--- src/chc_pkg.sv ---
// Shared types and constants of the coin hopper dispense controller.
package chc_pkg;

	localparam int CFG_TIMER_W = 16;
	localparam int COIN_W      = 8;
	localparam int DUR_W       = 32;

	localparam logic [CFG_TIMER_W-1:0] DEBOUNCE_RST = 16'd50;
	localparam logic [CFG_TIMER_W-1:0] JAM_RST      = 16'd3000;
	localparam logic [COIN_W-1:0]      MAX_COINS_RST = 8'd200;

	typedef enum logic [1:0] {
		REG_DEBOUNCE  = 2'd0,
		REG_JAM       = 2'd1,
		REG_MAX_COINS = 2'd2,
		REG_NONE      = 2'd3
	} reg_idx_e;

	typedef enum logic [1:0] {
		MODE_TICK = 2'd0,
		MODE_EDGE = 2'd1,
		MODE_REQ  = 2'd2,
		MODE_STOP = 2'd3
	} mode_e;

	typedef enum logic [2:0] {
		EV_ACK_OK  = 3'd0,
		EV_ACK_REJ = 3'd1,
		EV_COIN    = 3'd2,
		EV_DONE    = 3'd3,
		EV_FAIL    = 3'd4
	} event_e;

	typedef enum logic [2:0] {
		ERR_NONE  = 3'd0,
		ERR_BUSY  = 3'd1,
		ERR_COUNT = 3'd2,
		ERR_JAM   = 3'd3,
		ERR_STOP  = 3'd4
	} err_e;

	typedef struct packed {
		logic [CFG_TIMER_W-1:0] debounce_ticks;
		logic [CFG_TIMER_W-1:0] jam_timeout_ticks;
		logic [COIN_W-1:0]      max_coins;
	} cfg_t;

	typedef struct packed {
		event_e             event_res;
		logic               ack_for;
		err_e               error_code;
		logic [COIN_W-1:0]  dispensed;
		logic [COIN_W-1:0]  expected;
		logic [DUR_W-1:0]   sess_len;
		logic               motor_on;
		logic               last;
	} res_t;

	// Up to two results handed from the core to the result queue in one cycle.
	typedef struct packed {
		logic [1:0] cnt;
		res_t       r0;
		res_t       r1;
	} push_t;

endpackage

--- src/chc_cfg.sv ---
// Configuration register file with its APB-style access port.
module chc_cfg
	import chc_pkg::*;
(
	input  logic        clk,
	input  logic        arst_n,
	input  logic        psel,
	input  logic        penable,
	input  logic        pwrite,
	input  logic [3:0]  paddr,
	input  logic [31:0] pwdata,
	output logic [31:0] prdata,
	output logic        pready,
	output cfg_t        cfg
);

	cfg_t     cfg_q;
	reg_idx_e idx;
	logic     wr;

	assign pready = 1'b1;
	assign idx    = reg_idx_e'(paddr[3:2]);
	assign wr     = psel && penable && pwrite && pready;
	assign cfg    = cfg_q;

	always_ff @(posedge clk or negedge arst_n) begin
		if (!arst_n) begin
			cfg_q.debounce_ticks    <= DEBOUNCE_RST;
			cfg_q.jam_timeout_ticks <= JAM_RST;
			cfg_q.max_coins         <= MAX_COINS_RST;
		end else if (wr) begin
			unique case (idx)
				REG_DEBOUNCE:  cfg_q.debounce_ticks    <= pwdata[CFG_TIMER_W-1:0];
				REG_JAM:       cfg_q.jam_timeout_ticks <= pwdata[CFG_TIMER_W-1:0];
				REG_MAX_COINS: cfg_q.max_coins         <= pwdata[COIN_W-1:0];
				REG_NONE:      ;
			endcase
		end
	end

	always_comb begin
		unique case (idx)
			REG_DEBOUNCE:  prdata = {16'd0, cfg_q.debounce_ticks};
			REG_JAM:       prdata = {16'd0, cfg_q.jam_timeout_ticks};
			REG_MAX_COINS: prdata = {24'd0, cfg_q.max_coins};
			REG_NONE:      prdata = 32'd0;
		endcase
	end

endmodule

--- src/chc_core.sv ---
// Input register, session state and per-item result logic.
module chc_core
	import chc_pkg::*;
#(
	parameter int TIMER_BITS = 16
) (
	input  logic       clk,
	input  logic       arst_n,
	input  logic       in_valid,
	output logic       in_ready,
	input  mode_e      in_mode,
	input  logic [7:0] in_count,
	input  cfg_t       cfg,
	input  logic       room,
	output push_t      push
);

	localparam int CMP_W = (TIMER_BITS > CFG_TIMER_W) ? TIMER_BITS : CFG_TIMER_W;
	localparam logic [TIMER_BITS-1:0] TMAX = {TIMER_BITS{1'b1}};

	logic                  v_s1;
	mode_e                 mode_s1;
	logic [COIN_W-1:0]     count_s1;
	logic                  go;

	logic                  active_q, active_n;
	logic [COIN_W-1:0]     tgt_q, tgt_n;
	logic [COIN_W-1:0]     co_q, co_n;
	logic [TIMER_BITS-1:0] tsc_q, tsc_n, tsc_inc;
	logic [TIMER_BITS-1:0] tse_q, tse_n, tse_inc;
	logic [DUR_W-1:0]      st_q, st_n;

	logic [1:0]            n;
	event_e                ev0, ev1;
	err_e                  err0;
	logic                  ack0;
	logic [DUR_W-1:0]      dur1;

	assign go       = v_s1 && room;
	assign in_ready = !v_s1 || go;

	always_ff @(posedge clk or negedge arst_n) begin
		if (!arst_n) begin
			v_s1 <= 1'b0;
		end else if (in_ready) begin
			v_s1 <= in_valid;
		end
	end

	always_ff @(posedge clk) begin
		if (in_ready && in_valid) begin
			mode_s1  <= in_mode;
			count_s1 <= in_count;
		end
	end

	assign tsc_inc = (tsc_q == TMAX) ? TMAX : tsc_q + 1'b1;
	assign tse_inc = (tse_q == TMAX) ? TMAX : tse_q + 1'b1;

	always_comb begin
		active_n = active_q;
		tgt_n    = tgt_q;
		co_n     = co_q;
		tsc_n    = tsc_q;
		tse_n    = tse_q;
		st_n     = st_q;
		n        = 2'd0;
		ev0      = EV_ACK_OK;
		ev1      = EV_ACK_OK;
		err0     = ERR_NONE;
		ack0     = 1'b0;
		dur1     = '0;
		unique case (mode_s1)
			MODE_TICK: begin
				tse_n = tse_inc;
				if (active_q) begin
					st_n  = st_q + 1'b1;
					tsc_n = tsc_inc;
					if (CMP_W'(tsc_inc) >= CMP_W'(cfg.jam_timeout_ticks)) begin
						active_n = 1'b0;
						n        = 2'd1;
						ev0      = EV_FAIL;
						err0     = ERR_JAM;
					end
				end
			end
			MODE_EDGE: begin
				if (CMP_W'(tse_q) >= CMP_W'(cfg.debounce_ticks)) begin
					tse_n = '0;
					if (active_q) begin
						co_n  = co_q + 1'b1;
						tsc_n = '0;
						ev0   = EV_COIN;
						if (co_n >= tgt_q) begin
							active_n = 1'b0;
							n        = 2'd2;
							ev1      = EV_DONE;
							dur1     = st_q;
						end else begin
							n = 2'd1;
						end
					end
				end
			end
			MODE_REQ: begin
				n   = 2'd1;
				ev0 = EV_ACK_REJ;
				if (active_q) begin
					err0 = ERR_BUSY;
				end else if (count_s1 == '0 || count_s1 > cfg.max_coins) begin
					err0 = ERR_COUNT;
				end else begin
					active_n = 1'b1;
					tgt_n    = count_s1;
					co_n     = '0;
					tsc_n    = '0;
					st_n     = '0;
					ev0      = EV_ACK_OK;
				end
			end
			MODE_STOP: begin
				if (active_q) begin
					active_n = 1'b0;
					n        = 2'd2;
					ev0      = EV_FAIL;
					err0     = ERR_STOP;
					ev1      = EV_ACK_OK;
				end else begin
					n    = 2'd1;
					ack0 = 1'b1;
				end
			end
		endcase
	end

	// Results report the state as it stands after this item.
	always_comb begin
		push.cnt = go ? n : 2'd0;
		push.r0.event_res   = ev0;
		push.r0.ack_for     = ack0;
		push.r0.error_code  = err0;
		push.r0.dispensed   = co_n;
		push.r0.expected    = tgt_n;
		push.r0.sess_len    = '0;
		push.r0.motor_on    = active_n;
		push.r0.last        = (n == 2'd1);
		push.r1.event_res   = ev1;
		push.r1.ack_for     = (mode_s1 == MODE_STOP);
		push.r1.error_code  = ERR_NONE;
		push.r1.dispensed   = co_n;
		push.r1.expected    = tgt_n;
		push.r1.sess_len    = dur1;
		push.r1.motor_on    = active_n;
		push.r1.last        = 1'b1;
	end

	always_ff @(posedge clk or negedge arst_n) begin
		if (!arst_n) begin
			active_q <= 1'b0;
			tgt_q    <= '0;
			co_q     <= '0;
			tsc_q    <= '0;
			tse_q    <= '0;
			st_q     <= '0;
		end else if (go) begin
			active_q <= active_n;
			tgt_q    <= tgt_n;
			co_q     <= co_n;
			tsc_q    <= tsc_n;
			tse_q    <= tse_n;
			st_q     <= st_n;
		end
	end

	a_coins_below_target: assert property (@(posedge clk) disable iff (!arst_n)
		active_q |-> (co_q < tgt_q))
		else $error("coin count reached target inside a running session");

	a_stop_ends_session: assert property (@(posedge clk) disable iff (!arst_n)
		(go && mode_s1 == MODE_STOP) |=> !active_q)
		else $error("session still running after stop");

	a_done_pairs_coin: assert property (@(posedge clk) disable iff (!arst_n)
		(push.cnt == 2'd2 && push.r1.event_res == EV_DONE) |->
		(push.r0.event_res == EV_COIN && !push.r0.motor_on))
		else $error("session done not preceded by its coin result");

	a_no_push_when_full: assert property (@(posedge clk) disable iff (!arst_n)
		!room |-> (push.cnt == 2'd0))
		else $error("results pushed without queue room");

endmodule

--- src/chc_outq.sv ---
// Four-entry result queue that takes up to two results a cycle.
module chc_outq
	import chc_pkg::*;
(
	input  logic  clk,
	input  logic  arst_n,
	input  push_t push,
	output logic  room,
	output logic  out_valid,
	input  logic  out_ready,
	output res_t  out_res
);

	res_t       mem [4];
	logic [1:0] head_q;
	logic [2:0] cnt_q;
	logic [1:0] tail;
	logic       pop;

	assign tail      = head_q + cnt_q[1:0];
	assign out_valid = (cnt_q != 3'd0);
	assign out_res   = mem[head_q];
	assign pop       = out_valid && out_ready;
	assign room      = (cnt_q <= 3'd2);

	always_ff @(posedge clk) begin
		if (push.cnt != 2'd0) begin
			mem[tail] <= push.r0;
		end
		if (push.cnt == 2'd2) begin
			mem[tail + 2'd1] <= push.r1;
		end
	end

	always_ff @(posedge clk or negedge arst_n) begin
		if (!arst_n) begin
			head_q <= '0;
			cnt_q  <= '0;
		end else begin
			if (pop) begin
				head_q <= head_q + 2'd1;
			end
			cnt_q <= cnt_q + {1'b0, push.cnt} - {2'b0, pop};
		end
	end

	a_cnt_bound: assert property (@(posedge clk) disable iff (!arst_n)
		cnt_q <= 3'd4)
		else $error("result queue overflow");

	a_push_fits: assert property (@(posedge clk) disable iff (!arst_n)
		(push.cnt != 2'd0) |-> ({1'b0, cnt_q} + {2'b0, push.cnt} <= 4'd4))
		else $error("push exceeds free entries");

	a_head_holds: assert property (@(posedge clk) disable iff (!arst_n)
		(out_valid && !out_ready) |=> (out_valid && $stable(head_q)))
		else $error("stalled result moved");

endmodule

--- src/coin_hopper_dispense_controller.sv ---
// Top level of the coin hopper dispense controller.
//
//  channel   dir  handshake           payload
//  s_axis    in   s_tvalid/s_tready   s_tuser = mode, s_tdata = coin_count
//  m_axis    out  m_tvalid/m_tready   m_tuser, m_tdata, m_tlast = last
//  apb       in   psel/penable        paddr 0x0 debounce, 0x4 jam timeout, 0x8 max coins
//
// Each item is held in the input register and makes one pass through the
// session logic, which writes up to two results into a four-entry queue.
// An item can be taken every cycle; the rate is set by the result channel,
// which drains one result a cycle, so items that give two results halve it.
// The input stage holds its item while fewer than two queue entries are free.
// Reset clears the session state and loads the register defaults.
module coin_hopper_dispense_controller
	import chc_pkg::*;
#(
	parameter int TIMER_BITS = 16
) (
	input  logic        clk,
	input  logic        arst_n,
	input  logic        s_tvalid,
	output logic        s_tready,
	input  logic [7:0]  s_tdata,   // [7:0] coin_count
	input  logic [1:0]  s_tuser,   // [1:0] mode
	output logic        m_tvalid,
	input  logic        m_tready,
	// [2:0] error_code, [10:3] dispensed, [18:11] expected,
	// [50:19] sess_len, [51] motor_on, [55:52] zero
	output logic [55:0] m_tdata,
	output logic [3:0]  m_tuser,   // [2:0] event_res, [3] ack_for
	output logic        m_tlast,
	input  logic        psel,
	input  logic        penable,
	input  logic        pwrite,
	input  logic [3:0]  paddr,
	input  logic [31:0] pwdata,
	output logic [31:0] prdata,
	output logic        pready
);

	cfg_t  cfg;
	push_t push;
	logic  room;
	res_t  res;

	chc_cfg u_cfg (
		.clk     (clk),
		.arst_n  (arst_n),
		.psel    (psel),
		.penable (penable),
		.pwrite  (pwrite),
		.paddr   (paddr),
		.pwdata  (pwdata),
		.prdata  (prdata),
		.pready  (pready),
		.cfg     (cfg)
	);

	// Session logic: debounce, coin counting, jam timer and request checks.
	chc_core #(
		.TIMER_BITS (TIMER_BITS)
	) u_core (
		.clk      (clk),
		.arst_n   (arst_n),
		.in_valid (s_tvalid),
		.in_ready (s_tready),
		.in_mode  (mode_e'(s_tuser)),
		.in_count (s_tdata),
		.cfg      (cfg),
		.room     (room),
		.push     (push)
	);

	// Queue decouples the two-result items from the output handshake.
	chc_outq u_outq (
		.clk       (clk),
		.arst_n    (arst_n),
		.push      (push),
		.room      (room),
		.out_valid (m_tvalid),
		.out_ready (m_tready),
		.out_res   (res)
	);

	assign m_tdata = {4'd0, res.motor_on, res.sess_len, res.expected,
		res.dispensed, res.error_code};
	assign m_tuser = {res.ack_for, res.event_res};
	assign m_tlast = res.last;

endmodule

--- config.mk ---
export PLATFORM = sky130hd
export DESIGN_NAME = coin_hopper_dispense_controller
export DESIGN_NICKNAME = d
export VERILOG_FILES = /design/src/chc_pkg.sv /design/src/chc_cfg.sv /design/src/chc_core.sv /design/src/chc_outq.sv /design/src/coin_hopper_dispense_controller.sv
export SDC_FILE = /design/constraint.sdc
export NUM_CORES = 1
export LEC_CHECK = 0
export BUFFER_PORTS_ARGS = -buffer_cell sky130_fd_sc_hd__buf_2
export CORE_ASPECT_RATIO = 1.25
export CORE_MARGIN = 5
export CORE_UTILIZATION = 50
export DETAILED_ROUTE_END_ITERATION = 6
export GPL_TIMING_DRIVEN = 0
export PLACE_DENSITY = 0.7
export REMOVE_ABC_BUFFERS = 1
export SETUP_SLACK_MARGIN = 0.02
export SYNTH_ARGS = -nofsm -noshare
export SYNTH_HDL_FRONTEND = slang
export SYNTH_SLANG_ARGS = --single-unit
--- constraint.sdc ---
create_clock -name clk -period 5.5 [get_ports clk]
set_input_delay 0.275 -clock clk [delete_from_list [all_inputs] [get_ports clk]]
set_output_delay 0.275 -clock clk [all_outputs]
set_load 0.02 [all_outputs]
==> results.yml <==
detailed_routing:
  post_drt_wl_per_cell_um: 20.1
  antenna_left: 0
  drtIter0Drc: 936
  wl_um: 44100
  drc: 0
  vias_per_cell: 5.78
  via_count: 12700
  firstDrtPassIters: 5
worst_setup_path:
  startpoint_type: "register"
  critPathKind: "register to register"
  rr_endpoint: "u_outq.mem[0][41]"
  crit_arrival_ns: 5.31
  critPathRequiredTime_ns: 5.68
  reg2reg_depth: 13
  cp_max_fo: 52
  end_kind: "register"
  rrSetupSlack_ns: 0.37
  r2r-start: "u_core.tsc_q[0]"
global_routing:
  grt_first_pass_wirelength_um: 70000
  grt_use_met2: 0.370
  globalRoute.totalOverflow: 0
  grt_pass1_vias: 13000
  antenna_found_initial: 0
  grt_usage: 0.212
  globalRouteMet1Util: 0.271
  grtUsageMet3: 0.0315
  grt_max_degree: 92
  grt.busiest_layer: "met2"
floorplanning:
  die_area_um2: 41600
  rows: 79
  start_util: 0.505
  dieHeight_um: 227
  core_area_um2: 37300
  ioPinCount: 149
  die_w_um: 184
sta:
  min_period_over_period: 0.933
  fin_setup_tns_ns: 0
  hold_ws_ns: 0.0259
  period_needed_ns: 5.13
  setup_ws_ns: 0.366
  maxSlewHeadroom: 0.199
  worstMarginPinSlew_ns: 1.20
  slew_viol_final: 0
  fmax_ghz: 0.195
  setup_violations: 0
  skew_ns: 0.0155
  hold_viol: 0
  rsz0062_at_grt: "no"
synth:
  synth_cells: 1570
  syn_avg_cell_area_um2: 12.0
  ys_seq_area_frac: 0.539
  synth_edf_count: 218
  synth-main-ff-cell: "edfxtp_1"
  ys_ff_latch: 365
  yosys_warnings: 0
  synth_cell_types: 99
  synthArstFlopShare: 0.348
  synth.cell_area_um2: 18800
min_path:
  hold_end: "u_cfg.cfg[0]"
  hp-class: "input port to register"
  hold_depth: 2
  hold_start: "pwdata[0]"
clocking:
  root_buffer: "clkbuf_16"
  h-tree-depth: 2
  clk_path_buf_depth: 3
  clk_pin_slew_ns: 0.06
  cts_buffers: 37
  insertion_delay_ns: 0.54
  cts_tree: "built"
  numClockSinks: 365
place:
  gp_congestion: 0.846
  dp_hpwl_um: 29300
  io_buffers: 109
  pre_cts_ws_ns: -1.10
  place_inst: 2096
pwr:
  powerDensity_nw_per_um2: 438
  clkPwrFrac: 0.280
  p_int_w: 0.00618
  pwr-share-seq: 0.412
  switching_power_w: 0.00320
  combinationalPowerShare: 0.308
  switching_share: 0.341
  leakage_nw: 8.10
  ir_drop_mv: 0.243
flow_run:
  max-cap-violations: 0
final_layout:
  drive_gt1_frac: 0.193
  syn2layout_area_growth_pct: 13.7
  final_core_utilization: 0.574
  n_antenna_cell: 0
  nets: 1794
  final_cells: 2194
outcome:
  status: "complete, no violations"
==> registers in the layout (all words and copies together) (netlist names) <==
signal / flops
u_outq.cnt_q: 3
u_core.count_s1: 8
u_core.tgt_q: 8
u_outq.mem: 228
u_outq.head_q: 2
u_core.tsc_q: 16
u_cfg.cfg: 40
u_core.co_q: 8
u_core.v_s1: 1
u_core.mode_s1: 2
u_core.tse_q: 16
u_core.st_q: 32
u_core.active_q: 1
==> worst max-delay path: stages, from the launching register on <==
cell	delay, ns
dfrtp_1	0.46
ha_1	0.29
nand4_1	0.18
nor2_1	0.42
nand3_2	0.46
and2_1	0.35
ha_1	0.27
nor2_1	0.10
a21oi_1	0.08
a2111oi_0	0.80
o2111a_1	0.54
a2111oi_2	0.13
nor3b_4	0.32
inv_4	0.34
==> layer usage <==
| layer | vias to the layer above | wire length, um |
|---|---|---|
| li1 | 5925 | - |
| met1 | 6304 | 17800 |
| met2 | 361 | 22600 |
| met3 | 83 | 2410 |
| met4 | 0 | 1350 |
| met5 | - | 0 |
==> cell type report <==
| type | instances | area [um2] |
|---|---|---|
| timing repair buffer | 151 | 1080 |
| clock buffer | 46 | 983 |
| tap | 486 | 608 |
| sequential | 365 | 10100 |
| multi-input combinational | 1045 | 7990 |
| inverter | 80 | 310 |
| clock inverter | 21 | 268 |
| fill | 3034 | 15900 |
==> how the worst max path moves through the flow <==
| stage | from | endpoint | slack, ns | depth (start not counted) |
|---|---|---|---|---|
| final | u_core.tsc_q[0] | u_outq.mem[0][41] | 0.37 | 13 |
| after global routing | u_core.co_q[0] | u_outq.mem[1][41] | 0.07 | 12 |
| after CTS | u_core.tsc_q[0] | u_outq.mem[1][41] | 0.07 | 13 |
| after detailed placement | u_core.tsc_q[0] | u_outq.mem[0][41] | -1.10 | 13 |
| after global placement | u_outq.head_q[0] | u_outq.mem[0][8] | -2.45 | 6 |
| after floorplan | u_outq.head_q[0] | u_outq.mem[0][10] | 0.22 | 8 |
==> placed cells by master (no fill, tap or decap), types with 17 or more instances in the layout <==
cell and count:
nor2_1 144, a31oi_1 17, o21ai_0 57, mux2i_1 39, nand3_1 26, mux2_2 28, edfxtp_1 218, mux4_2 57
nand2_1 120, ha_1 60, buf_2 108, xnor2_1 21, clkbuf_16 37, a21o_1 17, dfxtp_1 20, dlygate4sd3_1 27
inv_1 74, conb_1 21, and2_1 121, a21oi_1 53, dfrtp_1 112
==> cell families (layout without fill, tap and decap cells) <==
logic type      after synthesis  count (layout)  share of synthesized area
simple gates                540             540                      0.152
flops                       365             365                      0.539
compound gates              262             262                      0.102
buf+inv                     179             298                     0.0426
mux                         124             124                      0.106
fa+ha+maj                    61              61                     0.0410
xor+xnor                     37              37                     0.0180
other cells                   2              21                   0.000399
==> Yosys cell counts (28+ instances only) <==
master	instances	area share
clkbuf_1	59	0.012
edfxtp_1	218	0.35
and2_1	121	0.040
nand2_1	120	0.024
inv_1	74	0.015
mux2_2	28	0.017
dfrtp_1	114	0.15
mux2i_1	39	0.021
o21ai_0	57	0.015
a21oi_1	53	0.014
nor2_1	144	0.029
ha_1	60	0.040
mux4_2	57	0.068
==> power groups by stage <==
| stage | sequential [W] | clock [W] | combinational (W) |
|---|---|---|---|
| after floorplan | 0.00390 | 0 | 0.00191 |
| after global placement | 0.00406 | 0 | 0.00263 |
| after detailed placement | 0.00393 | 0 | 0.00289 |
| after CTS | 0.00387 | 0.00267 | 0.00293 |
| after global routing | 0.00393 | 0.00278 | 0.00314 |
| final | 0.00386 | 0.00262 | 0.00289 |
==> per-stage QoR <==
stage               total power (W)  area (um2)
floorplan                   0.00582       18400
CTS                         0.00946       21400
global route                0.00985       21400
global placement            0.00669       19500
finish                      0.00938       21400
detailed placement          0.00681       19800
==> repair_timing <==
item / CTS / global route
endpoints found under the setup margin: 280 / 276
setup buffers: 4 / 0
endpoints found under the hold margin: 79 / 0
hold buffers: 27 / 0
pin swaps: 4 / 0
gates resized for setup: 4 / 1
(Power assumes the default switching activity.)
